## config.mk

```make
export PLATFORM = sky130hd
export DESIGN_NAME = kcm_cell
export DESIGN_NICKNAME = d
export VERILOG_FILES = /design/src/contact_kirchhoff_matrix_core_defines.svh /design/src/kcm_pkg.sv /design/src/kcm_cell.sv
export SDC_FILE = /design/constraint.sdc
export NUM_CORES = 1
export LEC_CHECK = 0
export BUFFER_PORTS_ARGS = -buffer_cell sky130_fd_sc_hd__buf_2
export CORE_MARGIN = 5
export CORE_UTILIZATION = 25
export CTS_CLUSTER_DIAMETER = 30
export DETAILED_ROUTE_END_ITERATION = 8
export GPL_TIMING_DRIVEN = 0
export HOLD_SLACK_MARGIN = 0.06
export PLACE_DENSITY = 0.54
export SLEW_MARGIN = 20
export SYNTH_ARGS = -nofsm -noshare
export SYNTH_HDL_FRONTEND = slang
export SYNTH_SLANG_ARGS = --single-unit
export TNS_END_PERCENT = 50
```

## constraint.sdc

```tcl
create_clock -name clk -period 4.82 [get_ports clk]
set_input_delay 0.723 -clock clk [delete_from_list [all_inputs] [get_ports clk]]
set_output_delay 0.723 -clock clk [all_outputs]
set_load 0.02 [all_outputs]
```

## src/contact_kirchhoff_matrix_core_defines.svh

```systemverilog
// ----------------------------------------------------------------------------
// Contact matrix core: assertion macros
// Shared property wrappers for the checks at the end of the top level.
// ----------------------------------------------------------------------------
`ifndef CONTACT_KIRCHHOFF_MATRIX_CORE_DEFINES_SVH
`define CONTACT_KIRCHHOFF_MATRIX_CORE_DEFINES_SVH

// Same-cycle implication, sampled on clk, off during reset
`define KCM_CHECK(lbl, ante, cons, msg) \
  lbl: assert property (@(posedge clk) disable iff (!rst_n) (ante) |-> (cons)) \
    else $error(msg);

// Next-cycle implication, sampled on clk, off during reset
`define KCM_CHECK_NEXT(lbl, ante, cons, msg) \
  lbl: assert property (@(posedge clk) disable iff (!rst_n) (ante) |=> (cons)) \
    else $error(msg);

`endif

```

## src/kcm_pkg.sv

```systemverilog
// ----------------------------------------------------------------------------
// Contact matrix package
// Opcodes, status codes, controller states and shared constants.
// ----------------------------------------------------------------------------
package kcm_pkg;

  // Fixed field widths
  localparam int CUT_BITS     = 24;
  localparam int CIN_BITS     = 24;
  localparam int ROW_BITS     = 6;
  localparam int VAL_BITS     = 7;
  localparam int STAT_BITS    = 2;
  localparam int SQ_BITS      = 2 * CUT_BITS;

  localparam logic [CUT_BITS-1:0] CUTOFF_RESET = 24'd1792;
  localparam logic [SQ_BITS-1:0]  CUT_SQ_RESET = 48'd3211264;

  // Input opcodes
  typedef enum logic [1:0] {
    OP_LOAD  = 2'd0,
    OP_READ  = 2'd1,
    OP_CLEAR = 2'd2
  } op_t;

  // Result status codes
  typedef enum logic [STAT_BITS-1:0] {
    ST_OK    = 2'd0,
    ST_RANGE = 2'd1,
    ST_DROP  = 2'd2
  } stat_t;

  // Controller states
  typedef enum logic [2:0] {
    S_IDLE,
    S_FETCH,
    S_SCAN,
    S_EMIT,
    S_RANGE
  } state_t;

  // Control broadcast to the ring of atom cells
  typedef struct packed {
    logic rotate;
    logic load;
  } ring_ctrl_t;

endpackage

```

## src/kcm_cell.sv

```systemverilog
// ----------------------------------------------------------------------------
// Atom cell
// Holds one stored atom; takes a new atom on load when addressed, or the
// neighbor's atom when the ring rotates toward the head.
// ----------------------------------------------------------------------------
module kcm_cell #(
  parameter int COORD_BITS = 24,
  parameter int IW         = 6,
  parameter int CELL_IDX   = 0
) (
  input  logic                         clk,
  input  kcm_pkg::ring_ctrl_t          ctrl,
  input  logic [IW-1:0]                wr_idx,
  input  logic signed [COORD_BITS-1:0] ld_x,
  input  logic signed [COORD_BITS-1:0] ld_y,
  input  logic signed [COORD_BITS-1:0] ld_z,
  input  logic signed [COORD_BITS-1:0] nb_x,
  input  logic signed [COORD_BITS-1:0] nb_y,
  input  logic signed [COORD_BITS-1:0] nb_z,
  output logic signed [COORD_BITS-1:0] x,
  output logic signed [COORD_BITS-1:0] y,
  output logic signed [COORD_BITS-1:0] z
);
  import kcm_pkg::*;

  logic signed [COORD_BITS-1:0] x_r, y_r, z_r;
  logic signed [COORD_BITS-1:0] x_nxt, y_nxt, z_nxt;
  logic                         hit;

  assign hit = ctrl.load && (wr_idx == IW'(CELL_IDX));

  // Load has priority; loads only happen while the ring is at rest
  always_comb begin
    x_nxt = x_r;
    y_nxt = y_r;
    z_nxt = z_r;
    if (hit) begin
      x_nxt = ld_x;
      y_nxt = ld_y;
      z_nxt = ld_z;
    end else if (ctrl.rotate) begin
      x_nxt = nb_x;
      y_nxt = nb_y;
      z_nxt = nb_z;
    end
  end

  always_ff @(posedge clk) begin
    x_r <= x_nxt;
    y_r <= y_nxt;
    z_r <= z_nxt;
  end

  assign x = x_r;
  assign y = y_r;
  assign z = z_r;

endmodule

```

==> flow_summary.yaml, run 1 <==
synthesis:
  synthCells: 155
  synth.net_count: 308
  yosysWarningCount: 0
  synth.distinct_cells: 8
  synth_area_um2: 3350
  synth.avg_cell_area_um2: 21.6
  yosys_register_bits: 72
  seq_area_frac_synth: 0.645
sta:
  hold_viol: 0
  tightest_slew_ns: 0.363
  post-route-period-util: 0.493
  rsz0062_at_grt: "no"
  slew_violations: 0
  fin_crit_ns: 2.38
  final.setup.tns_ns: 0
  maxSlewHeadroom: 0.758
  setup_viol: 0
  max_freq_mhz: 421
  whs_ns: 0.692
floorplanning:
  die_y_um: 126
  placementRows: 42
  initial_utilization: 0.254
  die_area_um2: 15800
  die_w_um: 126
  placeableCoreArea_um2: 13200
  num_io_pins: 225
global_route:
  grtUsageTotal: 0.107
  grt_pass1_wl_um: 13100
  antenna_found_initial: 0
  grt_max_degree: 49
  overflow: 0
  grt_pass1_vias: 2582
critical_path:
  path_max_fanout: 48
  path_cells: "buf_2, nor4_2, nand3_4, buf_6, nand2b_4, buf_16"
  worstSetupPathType: "input pin to flip-flop"
  crit_path_start_kind: "input pin"
  end_kind: "flip-flop"
  cp_slowest_cell: "nor4_2"
  required_ns: 4.83
  cpPeakStageDelay_ns: 0.37
  arrival_ns: 2.39
clock_network:
  htreeDepth: 3
  postCtsSetupBuffers: 0
  cts_buffers: 9
  clkTransAtPathRegs_ns: 0.06
  hold_buffers: 0
  cts_tree: "built"
  clock-root-buffer: "clkbuf_16"
  cts_resized: 0
  cts_buffer_depth: 2
  clkSinkCount: 72
place:
  hpwl_um: 6900
  place.gp.congestion: 0.767
  place_inst: 556
  port_buffers: 224
final_layout:
  mostFrequentLayoutCell: "buf_2"
  final_cell_mix: "224 x buf_2, 72 x edfxtp_1, 69 x mux2_4"
  layout-drive-gt1-share: 0.811
  diodes: 0
  finalNonFillerCells: 572
  final_net_count: 544
  syn_to_final_growth_pct: 51.8
power_and_ir_drop:
  clock_power_share: 0.442
  peakVddDrop_mv: 0.156
  combPwrFrac: 0.138
  internal-power_mw: 1.43
  p_sw_frac: 0.213
  finalPower_mw: 1.81
  power.leakage_nw: 2.50
  p_seq_frac: 0.419
  power.switching_mw: 0.387
  power.density_nw_per_um2: 356
routing:
  wl_per_cell_um: 15.3
  totalWireLength_um: 8750
  drt_iter0_drc: 47
  firstDrtPassIters: 4
  vias_per_cell: 3.98
  ant_nets: 0
  drc: 0
  vias: 2276
run:
  maxCapViolations: 0
outcome:
  status: "finished, final reports clean"
hold_path:
  hp-class: "input pin to flip-flop"
-- registers in the layout, summed over array words and instances, names as in the netlist --
| name | cells |
|---|---|
| y | 24 |
| z | 24 |
| x | 24 |
-- cell usage after synthesis --
cell type	count	share of area
buf_6	7	0.024
edfxtp_1	72	0.65
mux2_2	3	0.010
mux2_4	69	0.31
nand2b_1	1	0.0019
nand3_4	1	0.0052
nor2_1	1	0.0011
nor4_2	1	0.0037
-- area by class of cell --
| type | instances | area [um2] |
|---|---|---|
| flip-flops and latches | 72 | 2160 |
| clock buffers | 10 | 229 |
| clock inverters | 6 | 131 |
| well taps | 176 | 220 |
| plain buffers | 7 | 78.8 |
| multi-input cells | 76 | 1120 |
| repair buffers | 225 | 1150 |
| fillers | 1262 | 8100 |
-- final timing paths --
path                    end  startpoint  cells after the start  slack, ns
worst max-delay path  y[17]   wr_idx[1]                      6       2.44
worst min-delay path  x[15]    nb_x[15]                      2       0.69
-- kinds of logic (layout without fill, tap and decap cells) --
| group | Yosys count | count (layout) | share of synthesized area |
|---|---|---|---|
| multiplexers | 72 | 72 | 0.319 |
| flip-flops | 72 | 72 | 0.645 |
| buffers and inverters | 7 | 248 | 0.0235 |
| AND/OR/NAND/NOR | 4 | 4 | 0.0119 |
-- per-stage QoR --
stage | utilization | cell area [um2] | setup WS [ns]
after floorplan | - | 3350 | 1.25
after CTS | 0.386 | 5090 | 2.39
after global routing | 0.386 | 5090 | 2.32
final | 0.386 | 5090 | 2.44
after global placement | 0.356 | 4690 | 0.181
after detailed placement | 0.358 | 4730 | 2.03
-- metal layers --
| layer | wire [um] | global-route usage | up-vias |
|---|---|---|---|
| met2 | 4450 | 0.188 | 125 |
| li1 | - | - | 1086 |
| met3 | 880 | 0.0457 | 13 |
| met1 | 3230 | 0.111 | 1052 |
| met4 | 193 | 0.0492 | 0 |
| met5 | 0 | 0 | - |
-- critical path: cells and delay by family --
family | cells | cell delay, ns
simple gates | 3 | 0.96
buf+inv | 3 | 0.67
-- power groups by stage --
stage	clock, mW	combinational [mW]	sequential, mW
CTS	0.831	0.256	0.761
global placement	0	0.249	0.775
floorplan	0	0.0591	0.845
detailed placement	0	0.255	0.774
finish	0.801	0.251	0.760
global route	0.858	0.268	0.765
(Power assumes the default switching activity.)
==> run 2, diff against run 1 <==
==> constraint.sdc (replaced) <==
create_clock -name clk -period 2.4 [get_ports clk]
set_input_delay 0.36 -clock clk [delete_from_list [all_inputs] [get_ports clk]]
set_output_delay 0.36 -clock clk [all_outputs]
set_load 0.02 [all_outputs]
==> flow_summary.yaml, run 2 (synthesized netlist as in run 1, its figures left out) <==
routing:
  totalWireLength_um: 8610
  drc: 0
  ant_nets: 0
  wl_per_cell_um: 15.1
  drt_iter0_drc: 70
  vias: 2269
  vias_per_cell: 3.97
  firstDrtPassIters: 4
critical_path:
  crit_path_start_kind: "input pin"
  crit_start: "wr_idx[1]"
  arrival_ns: 2.00
  cp-endpoint: "y[5]"
  path_max_fanout: 41
  required_ns: 2.42
  worstSetupPathType: "input pin to flip-flop"
  end_kind: "flip-flop"
final_layout:
  layout-drive-gt1-share: 0.808
  multi_input_area_um2: 1120
  final_net_count: 544
  fillers: 1273
  final-seq-area_um2: 2160
  diodes: 0
  finalNonFillerCells: 571
  final_cell_mix: "224 x buf_2, 72 x edfxtp_1, 69 x mux2_4"
  syn_to_final_growth_pct: 49.2
  mostFrequentLayoutCell: "buf_2"
clock_network:
  clock-root-buffer: "clkbuf_16"
  cts_buffers: 9
  hold_buffers: 0
  postCtsSetupBuffers: 0
  cts_tree: "built"
  cts_buffer_depth: 2
  clkSinkCount: 72
  htreeDepth: 3
  clkTransAtPathRegs_ns: 0.06
  cts_resized: 0
hold_path:
  hp-class: "input pin to flip-flop"
  hold_path_startpoint: "ld_y[9]"
power_and_ir_drop:
  power.leakage_nw: 2.46
  peakVddDrop_mv: 0.250
  power.density_nw_per_um2: 660
place:
  place_inst: 556
  dp_slack_ns: -0.00734
  hpwl_um: 6860
  place.gp.congestion: 0.800
  port_buffers: 224
global_route:
  grt_max_degree: 42
  grt_busiest_layer: "met2"
  grt_pass1_vias: 2563
  use_met2: 0.181
  overflow: 0
  grtUsageTotal: 0.106
  gr-usage-met3: 0.0449
  grt_pass1_wl_um: 13000
  antenna_found_initial: 0
  grt.met1_usage: 0.112
sta:
  maxSlewHeadroom: 0.706
  max_freq_mhz: 504
  post-route-period-util: 0.827
  rsz0062_at_grt: "no"
  fin_crit_ns: 1.99
  fin_ws_ns: 0.414
  hold_viol: 0
  tightest_slew_ns: 0.441
  whs_ns: 0.325
  setup_viol: 0
  slew_violations: 0
floorplanning:
  placementRows: 42
  die_w_um: 126
  initial_utilization: 0.254
  die_y_um: 126
  placeableCoreArea_um2: 13200
  num_io_pins: 225
  die_area_um2: 15800
outcome:
  status: "finished, final reports clean"
run:
  maxCapViolations: 0
## run 2: cell types whose count changed in the layout (fill, tap and decap cells not counted), sizes merged
cell and delta:
bufinv -3, clkbuf +1, clkinv +1
## run 2: routing by layer
metal / vias to the layer above / wire length, um / share of wire
met5: - / 0 / 0
met4: 0 / 207 / 0.024
met3: 16 / 918 / 0.11
met2: 130 / 4280 / 0.50
li1: 1085 / - / -
met1: 1038 / 3200 / 0.37
## run 2: worst max-delay path, stage by stage
cell and delay (ns):
buf_2 0.10, nor4_2 0.35, nand3_4 0.26, buf_6 0.25, nand2b_4 0.35, buf_12 0.30
## run 2: layout make-up
type                            count  area share
Sequential cell                    72       0.433
Timing Repair Buffer              225       0.228
Multi-Input combinational cell     76       0.224
Clock buffer                       11      0.0466
Tap cell                          176      0.0441
Buffer                              7      0.0158
Clock inverter                      4     0.00926
## run 2: worst min-delay path by stage
stage,cells past startpoint,slack (ns),endpoint
floorplan,1,0.58,x[0]
global placement,2,0.66,y[9]
detailed placement,2,0.66,y[13]
CTS,2,0.31,y[9]
global route,2,0.31,y[22]
finish,2,0.32,y[9]
## run 2: stage by stage
step | instance area (um2) | power [mW] | util | setup TNS, ns
final | 5000 | 3.30 | 0.379 | 0
after floorplan | 3350 | 1.81 | - | 0
after global routing | 5000 | 3.45 | 0.379 | 0
after CTS | 5000 | 3.36 | 0.379 | 0
after detailed placement | 4720 | 2.06 | 0.358 | -0.153
after global placement | 4690 | 2.05 | 0.356 | -47.40
## run 2: power breakdown
part	switching (mW)	leakage (nW)	total, mW	internal (mW)
combinational	0.258	1.62	0.501	0.243
clock	0.479	0.133	1.27	0.793
sequential	0.0233	0.705	1.53	1.50
total	0.761	2.46	3.30	2.54
