### config.mk
export PLATFORM = sky130hd
export DESIGN_NAME = kcm_dist
export DESIGN_NICKNAME = d
export VERILOG_FILES = /design/src/contact_kirchhoff_matrix_core_defines.svh /design/src/kcm_pkg.sv /design/src/kcm_dist.sv
export SDC_FILE = /design/constraint.sdc
export NUM_CORES = 2
export LEC_CHECK = 0
export BUFFER_PORTS_ARGS = -buffer_cell sky130_fd_sc_hd__buf_2
export CELL_PAD_IN_SITES_DETAIL_PLACEMENT = 1
export CELL_PAD_IN_SITES_GLOBAL_PLACEMENT = 1
export CORE_MARGIN = 3
export CORE_UTILIZATION = 51
export CTS_CLUSTER_SIZE = 14
export DETAILED_ROUTE_END_ITERATION = 12
export PLACE_DENSITY_LB_ADDON = 0.1
export SETUP_SLACK_MARGIN = 0.1
export SYNTH_ARGS = -nofsm -noshare
export SYNTH_HDL_FRONTEND = slang
export SYNTH_SLANG_ARGS = --single-unit
### constraint.sdc
create_clock -name clk -period 9.8 [get_ports clk]
set_input_delay 1.96 -clock clk [delete_from_list [all_inputs] [get_ports clk]]
set_output_delay 1.96 -clock clk [all_outputs]
set_load 0.005 [all_outputs]
### src/contact_kirchhoff_matrix_core_defines.svh
// ----------------------------------------------------------------------------
// Contact matrix core: assertion macros
// Shared property wrappers for the checks at the end of the top level.
// ----------------------------------------------------------------------------
`ifndef CONTACT_KIRCHHOFF_MATRIX_CORE_DEFINES_SVH
`define CONTACT_KIRCHHOFF_MATRIX_CORE_DEFINES_SVH

// Same-cycle implication, sampled on clk, off during reset
`define KCM_CHECK(lbl, ante, cons, msg) \
  lbl: assert property (@(posedge clk) disable iff (!rst_n) (ante) |-> (cons)) \
    else $error(msg);

// Next-cycle implication, sampled on clk, off during reset
`define KCM_CHECK_NEXT(lbl, ante, cons, msg) \
  lbl: assert property (@(posedge clk) disable iff (!rst_n) (ante) |=> (cons)) \
    else $error(msg);

`endif

### src/kcm_pkg.sv
// ----------------------------------------------------------------------------
// Contact matrix package
// Opcodes, status codes, controller states and shared constants.
// ----------------------------------------------------------------------------
package kcm_pkg;

  // Fixed field widths
  localparam int CUT_BITS     = 24;
  localparam int CIN_BITS     = 24;
  localparam int ROW_BITS     = 6;
  localparam int VAL_BITS     = 7;
  localparam int STAT_BITS    = 2;
  localparam int SQ_BITS      = 2 * CUT_BITS;

  localparam logic [CUT_BITS-1:0] CUTOFF_RESET = 24'd1792;
  localparam logic [SQ_BITS-1:0]  CUT_SQ_RESET = 48'd3211264;

  // Input opcodes
  typedef enum logic [1:0] {
    OP_LOAD  = 2'd0,
    OP_READ  = 2'd1,
    OP_CLEAR = 2'd2
  } op_t;

  // Result status codes
  typedef enum logic [STAT_BITS-1:0] {
    ST_OK    = 2'd0,
    ST_RANGE = 2'd1,
    ST_DROP  = 2'd2
  } stat_t;

  // Controller states
  typedef enum logic [2:0] {
    S_IDLE,
    S_FETCH,
    S_SCAN,
    S_EMIT,
    S_RANGE
  } state_t;

  // Control broadcast to the ring of atom cells
  typedef struct packed {
    logic rotate;
    logic load;
  } ring_ctrl_t;

endpackage

### src/kcm_dist.sv
// ----------------------------------------------------------------------------
// Distance compare pipeline
// Three stages: absolute axis differences, squares, sum against the squared
// cutoff. Any axis difference of 2^24 or more is never a contact.
// ----------------------------------------------------------------------------
module kcm_dist #(
  parameter int COORD_BITS = 24,
  parameter int IW         = 6
) (
  input  logic                                clk,
  input  logic                                rst_n,
  input  logic                                in_v,
  input  logic [IW-1:0]                       in_col,
  input  logic signed [COORD_BITS-1:0]        q_x,
  input  logic signed [COORD_BITS-1:0]        q_y,
  input  logic signed [COORD_BITS-1:0]        q_z,
  input  logic signed [COORD_BITS-1:0]        a_x,
  input  logic signed [COORD_BITS-1:0]        a_y,
  input  logic signed [COORD_BITS-1:0]        a_z,
  input  logic [kcm_pkg::SQ_BITS-1:0]         cut_sq,
  output logic                                out_v,
  output logic [IW-1:0]                       out_col,
  output logic                                out_hit
);
  import kcm_pkg::*;

  localparam int AW = COORD_BITS + 1;

  logic signed [AW-1:0] dx, dy, dz;
  logic [AW-1:0]        ax, ay, az;
  logic                 far;

  // Stage registers
  logic                 v1_r, v2_r, v3_r;
  logic [IW-1:0]        c1_r, c2_r, c3_r;
  logic                 far1_r, far2_r;
  logic [CUT_BITS-1:0]  ax_r, ay_r, az_r;
  logic [SQ_BITS-1:0]   sx_r, sy_r, sz_r;
  logic                 hit_r;
  logic [SQ_BITS+1:0]   sum;

  // Stage 1: magnitudes of the axis differences
  always_comb begin
    dx  = AW'(q_x) - AW'(a_x);
    dy  = AW'(q_y) - AW'(a_y);
    dz  = AW'(q_z) - AW'(a_z);
    ax  = dx[AW-1] ? AW'(-dx) : AW'(dx);
    ay  = dy[AW-1] ? AW'(-dy) : AW'(dy);
    az  = dz[AW-1] ? AW'(-dz) : AW'(dz);
    far = ((ax >> CUT_BITS) != '0) || ((ay >> CUT_BITS) != '0) ||
          ((az >> CUT_BITS) != '0);
  end

  // Stage 3 sum
  assign sum = (SQ_BITS+2)'(sx_r) + (SQ_BITS+2)'(sy_r) + (SQ_BITS+2)'(sz_r);

  // Valid flags
  always_ff @(posedge clk) begin
    if (!rst_n) begin
      v1_r <= 1'b0;
      v2_r <= 1'b0;
      v3_r <= 1'b0;
    end else begin
      v1_r <= in_v;
      v2_r <= v1_r;
      v3_r <= v2_r;
    end
  end

  // Payload stages
  always_ff @(posedge clk) begin
    c1_r   <= in_col;
    far1_r <= far;
    ax_r   <= CUT_BITS'(ax);
    ay_r   <= CUT_BITS'(ay);
    az_r   <= CUT_BITS'(az);
    c2_r   <= c1_r;
    far2_r <= far1_r;
    sx_r   <= ax_r * ax_r;
    sy_r   <= ay_r * ay_r;
    sz_r   <= az_r * az_r;
    c3_r   <= c2_r;
    hit_r  <= !far2_r && (sum < (SQ_BITS+2)'(cut_sq));
  end

  assign out_v   = v3_r;
  assign out_col = c3_r;
  assign out_hit = hit_r;

endmodule

==> out/results.md <==
| Metric | This run | Unit |
|---|---|---|
| Result of the run | finished with violations | - |
| Violated checks | capacitance limit, slew limit | - |
| Post-cts repair resize count | 0 | - |
| Final HPWL DP | 149000 | um |
| Kind of end point of the critical path | flip-flop | - |
| Type of the tightest min-delay check | flip-flop to flip-flop | - |
| Max-capacitance violation count | 1 | - |
| Worst clock skew on the final layout | 0.0369 | ns |
| Cell Rows | 128 | - |
| Worst path max stage delay | 1.06 | ns |
| Final-report setup violation count | 0 | - |
| Via density per instance | 5.25 | - |
| Starting density of the core | 0.515 | - |
| Number of clock sinks | 237 | - |
| Number of buffers added by the clock tree synthesis step | 34 | - |
| Total GRT Usage | 0.281 | - |
| Detailed Route WL | 173000 | um |
| Worst Hold Launch | c2_r[3] | - |
| Most used cell, CP | sky130_fd_sc_hd__fa_1 | - |
| Post-synthesis cell type count | 88 | - |
| Hold Path End | out_col[3] | - |
| Routed wirelength normalized by instance count | 19.8 | um |
| Worst slack on hold paths | 0.312 | ns |
| Unrepaired setup endpoints after global routing | false | - |
| Transition at the pin with the smallest max-transition slack | 1.49 | ns |
| Predominant post-synthesis flop cell | sky130_fd_sc_hd__dfxtp_1 | - |
| Start-to-end type of the worst setup path | flip-flop to flip-flop | - |
| Global-route congestion overflow total | 0 | - |
| Setup crit start kind | flip-flop | - |
| Arrival time at the worst endpoint | 9.30 | ns |
| CTS clock-pin slew for the worst setup and hold paths | 0.07 | ns |
| Sequential share of the synthesized area | 0.0754 | - |
| Ratio of cells with drive above 1 in the final layout | 0.0539 | - |
| Number of top-level pins | 209 | - |
| Synthesized cell area | 63000 | um^2 |
| Total number of yosys warnings | 0 | - |
| Number of synthesized flops with an enable pin | 0 | - |
| Clock Latency Late Sink | 0.61 | ns |
| Count of hold buffers inserted by post-cts repair | 0 | - |
| Endpoint required time on the critical path | 10.31 | ns |
| Global Route met1 Usage | 0.370 | - |
| Number of endpoints with negative hold slack in the final report | 0 | - |
| Number of global-route vias before repair | 52678 | - |
| Die H | 357 | um |
| Fin nets | 9308 | - |
| Pin count of the biggest net entering global routing | 27 | - |
| Timing startpoint of the critical path | ay_r[13] | - |
| Sum of negative setup slack | 0 | ns |
| CP max FO | 24 | - |
| Global routing usage on met2 | 0.496 | - |
| Count of state elements after synthesis | 237 | - |
| Number of setup buffers added after CTS | 0 | - |
| Vias after detailed routing | 45902 | - |
| DRC viols | 0 | - |
| CTS tree | done | - |
| GR Layer Usage met3 | 0.0324 | - |
| Port Buffers | 208 | - |
| H-tree lvl count | 2 | - |
| Slew Limit Headroom | -0.000537 | - |
| Setup slack, reg-to-reg | 1.01 | ns |
| Width of the die | 357 | um |
| Cell count after synthesis | 6949 | - |
| Routability-driven placement congestion ratio | 0.906 | - |
| Final clock period utilization by the worst path | 0.897 | - |
| Layer carrying the most global-route usage | met2 | - |
| Max Buffers Root-to-Sink | 3 | - |
| Area of the core | 122000 | um^2 |
| Residual antenna-violating net count after detailed routing | 0 | - |
| Average size of a mapped cell | 9.06 | um^2 |
| Hold path cells | 0 | - |
| Synthesis-to-finish area growth | 6.68 | % |
| CTS root buf | sky130_fd_sc_hd__clkbuf_16 | - |
| Reg-to-reg critical path startpoint | ay_r[13] | - |
| Slew Limit Fails | 1 | - |
| Depth of the worst register-to-register path | 25 | - |
| Capturing point of the worst reg2reg path | sy_r[44] | - |
| Number of antenna violations at the first check in global routing | 12 | - |
| Count of routing violations after the opening detailed-route iteration | 2208 | - |
| Tmin final | 8.79 | ns |
| Proportion of register bits with asynchronous set or reset after synthesis | 0 | - |
| Maximum clock frequency | 0.114 | GHz |
| First-pass GRT wire length | 282000 | um |
| Critical-path cell with the highest stage delay | sky130_fd_sc_hd__dfxtp_1 | - |
| Area of the die | 128000 | um^2 |
| DRT Pass-1 Iters | 5 | - |
==> cells in the mapped netlist (all sizes together) (6+ instances only) <==
library cell / count / area [um^2]
a2111oi: 9 / 81.3
a211o: 9 / 78.8
a211oi: 11 / 82.6
a21boi: 7 / 52.6
a21o: 129 / 968
a21oi: 239 / 1200
a221o: 7 / 70.1
a221oi: 8 / 70.1
a31o: 10 / 87.6
a31oi: 28 / 175
and2: 363 / 2270
and3: 27 / 169
clkbuf: 165 / 619
dfxtp: 237 / 4740
fa: 1318 / 26400
ha: 694 / 8680
inv: 1975 / 7410
mux2i: 6 / 60.1
nand2: 589 / 2210
nand2b: 48 / 308
nand3: 31 / 155
nand3b: 8 / 60.1
nand4: 30 / 188
nor2: 196 / 736
nor2b: 52 / 325
nor3: 35 / 175
nor4: 10 / 68.8
o2111ai: 8 / 70.1
o211ai: 13 / 97.6
o21a: 41 / 308
o21ai: 143 / 727
o21bai: 36 / 270
o22ai: 8 / 50.1
o311ai: 6 / 52.6
o31ai: 16 / 125
o41ai: 12 / 120
or2: 15 / 93.8
or3: 15 / 98.8
xnor2: 214 / 1870
xor2: 102 / 893
==> per-stage QoR <==
| step | worst slack [ns] | area (um^2) | utilization | cells |
|---|---|---|---|---|
| 6_report | 1.01 | 67200 | 0.550 | 8746 |
| 5_1_grt | 0.496 | 67200 | 0.550 | 8745 |
| 4_1_cts | 1.04 | 67200 | 0.550 | 8745 |
| 3_5_place_dp | 1.09 | 65900 | 0.540 | 8684 |
| 3_3_place_gp | 1.39 | 65900 | 0.540 | 8684 |
| 2_1_floorplan | 2.34 | 63000 | - | 6950 |
==> area by class of cell <==
cell class / instances / area [um^2]
Tap cell: 1625 / 2030
Fill cell: 14280 / 55000
Antenna cell: 1 / 2.50
Inverter: 1975 / 7410
Clock buffer: 40 / 925
Timing Repair Buffer: 278 / 1570
Multi-Input combinational cell: 4569 / 50200
Clock inverter: 21 / 308
Sequential cell: 237 / 4740
==> critical path: cells and delay by family, from the launching register on <==
family	cells	cell delay (ns)
flops	1	1.06
buf+inv	6	0.36
fa+ha+maj	8	3.92
compound gates	9	2.92
xor+xnor	1	0.16
simple gates	1	0.29
==> flip-flops by register name, summed over array words and instances, names as in the netlist, 6 cells and up <==
register  count
c2_r          6
sy_r         47
sz_r         47
c1_r          6
ax_r         24
sx_r         47
out_col       6
az_r         24
ay_r         24
==> cell usage in the layout (no fill, tap or decap), types with 12 or more instances in the layout <==
master | Yosys | routed
sky130_fd_sc_hd__and3_1 | 27 | 27
sky130_fd_sc_hd__buf_2 | 2 | 208
sky130_fd_sc_hd__nor3_1 | 35 | 35
sky130_fd_sc_hd__or3_1 | 14 | 14
sky130_fd_sc_hd__o21ai_1 | 29 | 29
sky130_fd_sc_hd__nand4_1 | 30 | 30
sky130_fd_sc_hd__a31oi_1 | 28 | 28
sky130_fd_sc_hd__nor2b_1 | 52 | 52
sky130_fd_sc_hd__o21a_1 | 41 | 41
sky130_fd_sc_hd__nor2_1 | 196 | 196
sky130_fd_sc_hd__clkbuf_16 | 0 | 35
sky130_fd_sc_hd__buf_4 | 1 | 70
sky130_fd_sc_hd__dfxtp_1 | 237 | 237
sky130_fd_sc_hd__a21oi_1 | 237 | 237
sky130_fd_sc_hd__o21bai_1 | 36 | 36
sky130_fd_sc_hd__xnor2_1 | 214 | 214
sky130_fd_sc_hd__and2_1 | 362 | 362
sky130_fd_sc_hd__o31ai_1 | 15 | 15
sky130_fd_sc_hd__nand2b_1 | 47 | 47
sky130_fd_sc_hd__ha_1 | 694 | 694
sky130_fd_sc_hd__o21ai_0 | 113 | 113
sky130_fd_sc_hd__xor2_1 | 102 | 102
sky130_fd_sc_hd__nand3_1 | 31 | 31
sky130_fd_sc_hd__fa_1 | 1318 | 1318
sky130_fd_sc_hd__or2_2 | 12 | 12
sky130_fd_sc_hd__inv_1 | 1975 | 1975
sky130_fd_sc_hd__a21o_1 | 129 | 129
sky130_fd_sc_hd__nand2_1 | 589 | 589
sky130_fd_sc_hd__o211ai_1 | 13 | 13
==> how the worst max path moves through the flow <==
| stage | endpoint |
|---|---|
| floorplan | sy_r[44] |
| global placement | sx_r[46] |
| detailed placement | sy_r[44] |
| CTS | sy_r[44] |
| global route | sy_r[46] |
| finish | sy_r[44] |
==> kinds of logic (layout without fill, tap and decap cells) <==
kind of cell	after synthesis	count (layout)	synth area share
AOI/OAI and AO/OA	782	782	0.0812
xor gates and xnor gates	316	316	0.0440
adders and majority gates	2012	2012	0.557
buffers and inverters	2144	2314	0.128
DFF	237	237	0.0754
muxes	10	10	0.00167
other	2	4	0.000119
and+or+nand+nor	1446	1446	0.113
==> per-layer routing <==
metal,part of all wire,vias to the layer above
li1,-,21137
met1,0.43,23708
met2,0.50,822
met3,0.043,231
met4,0.027,4
met5,0.00012,-
Power is not shown: default switching activity piles up to over one toggle a cycle in this logic, so the estimate is an artifact.
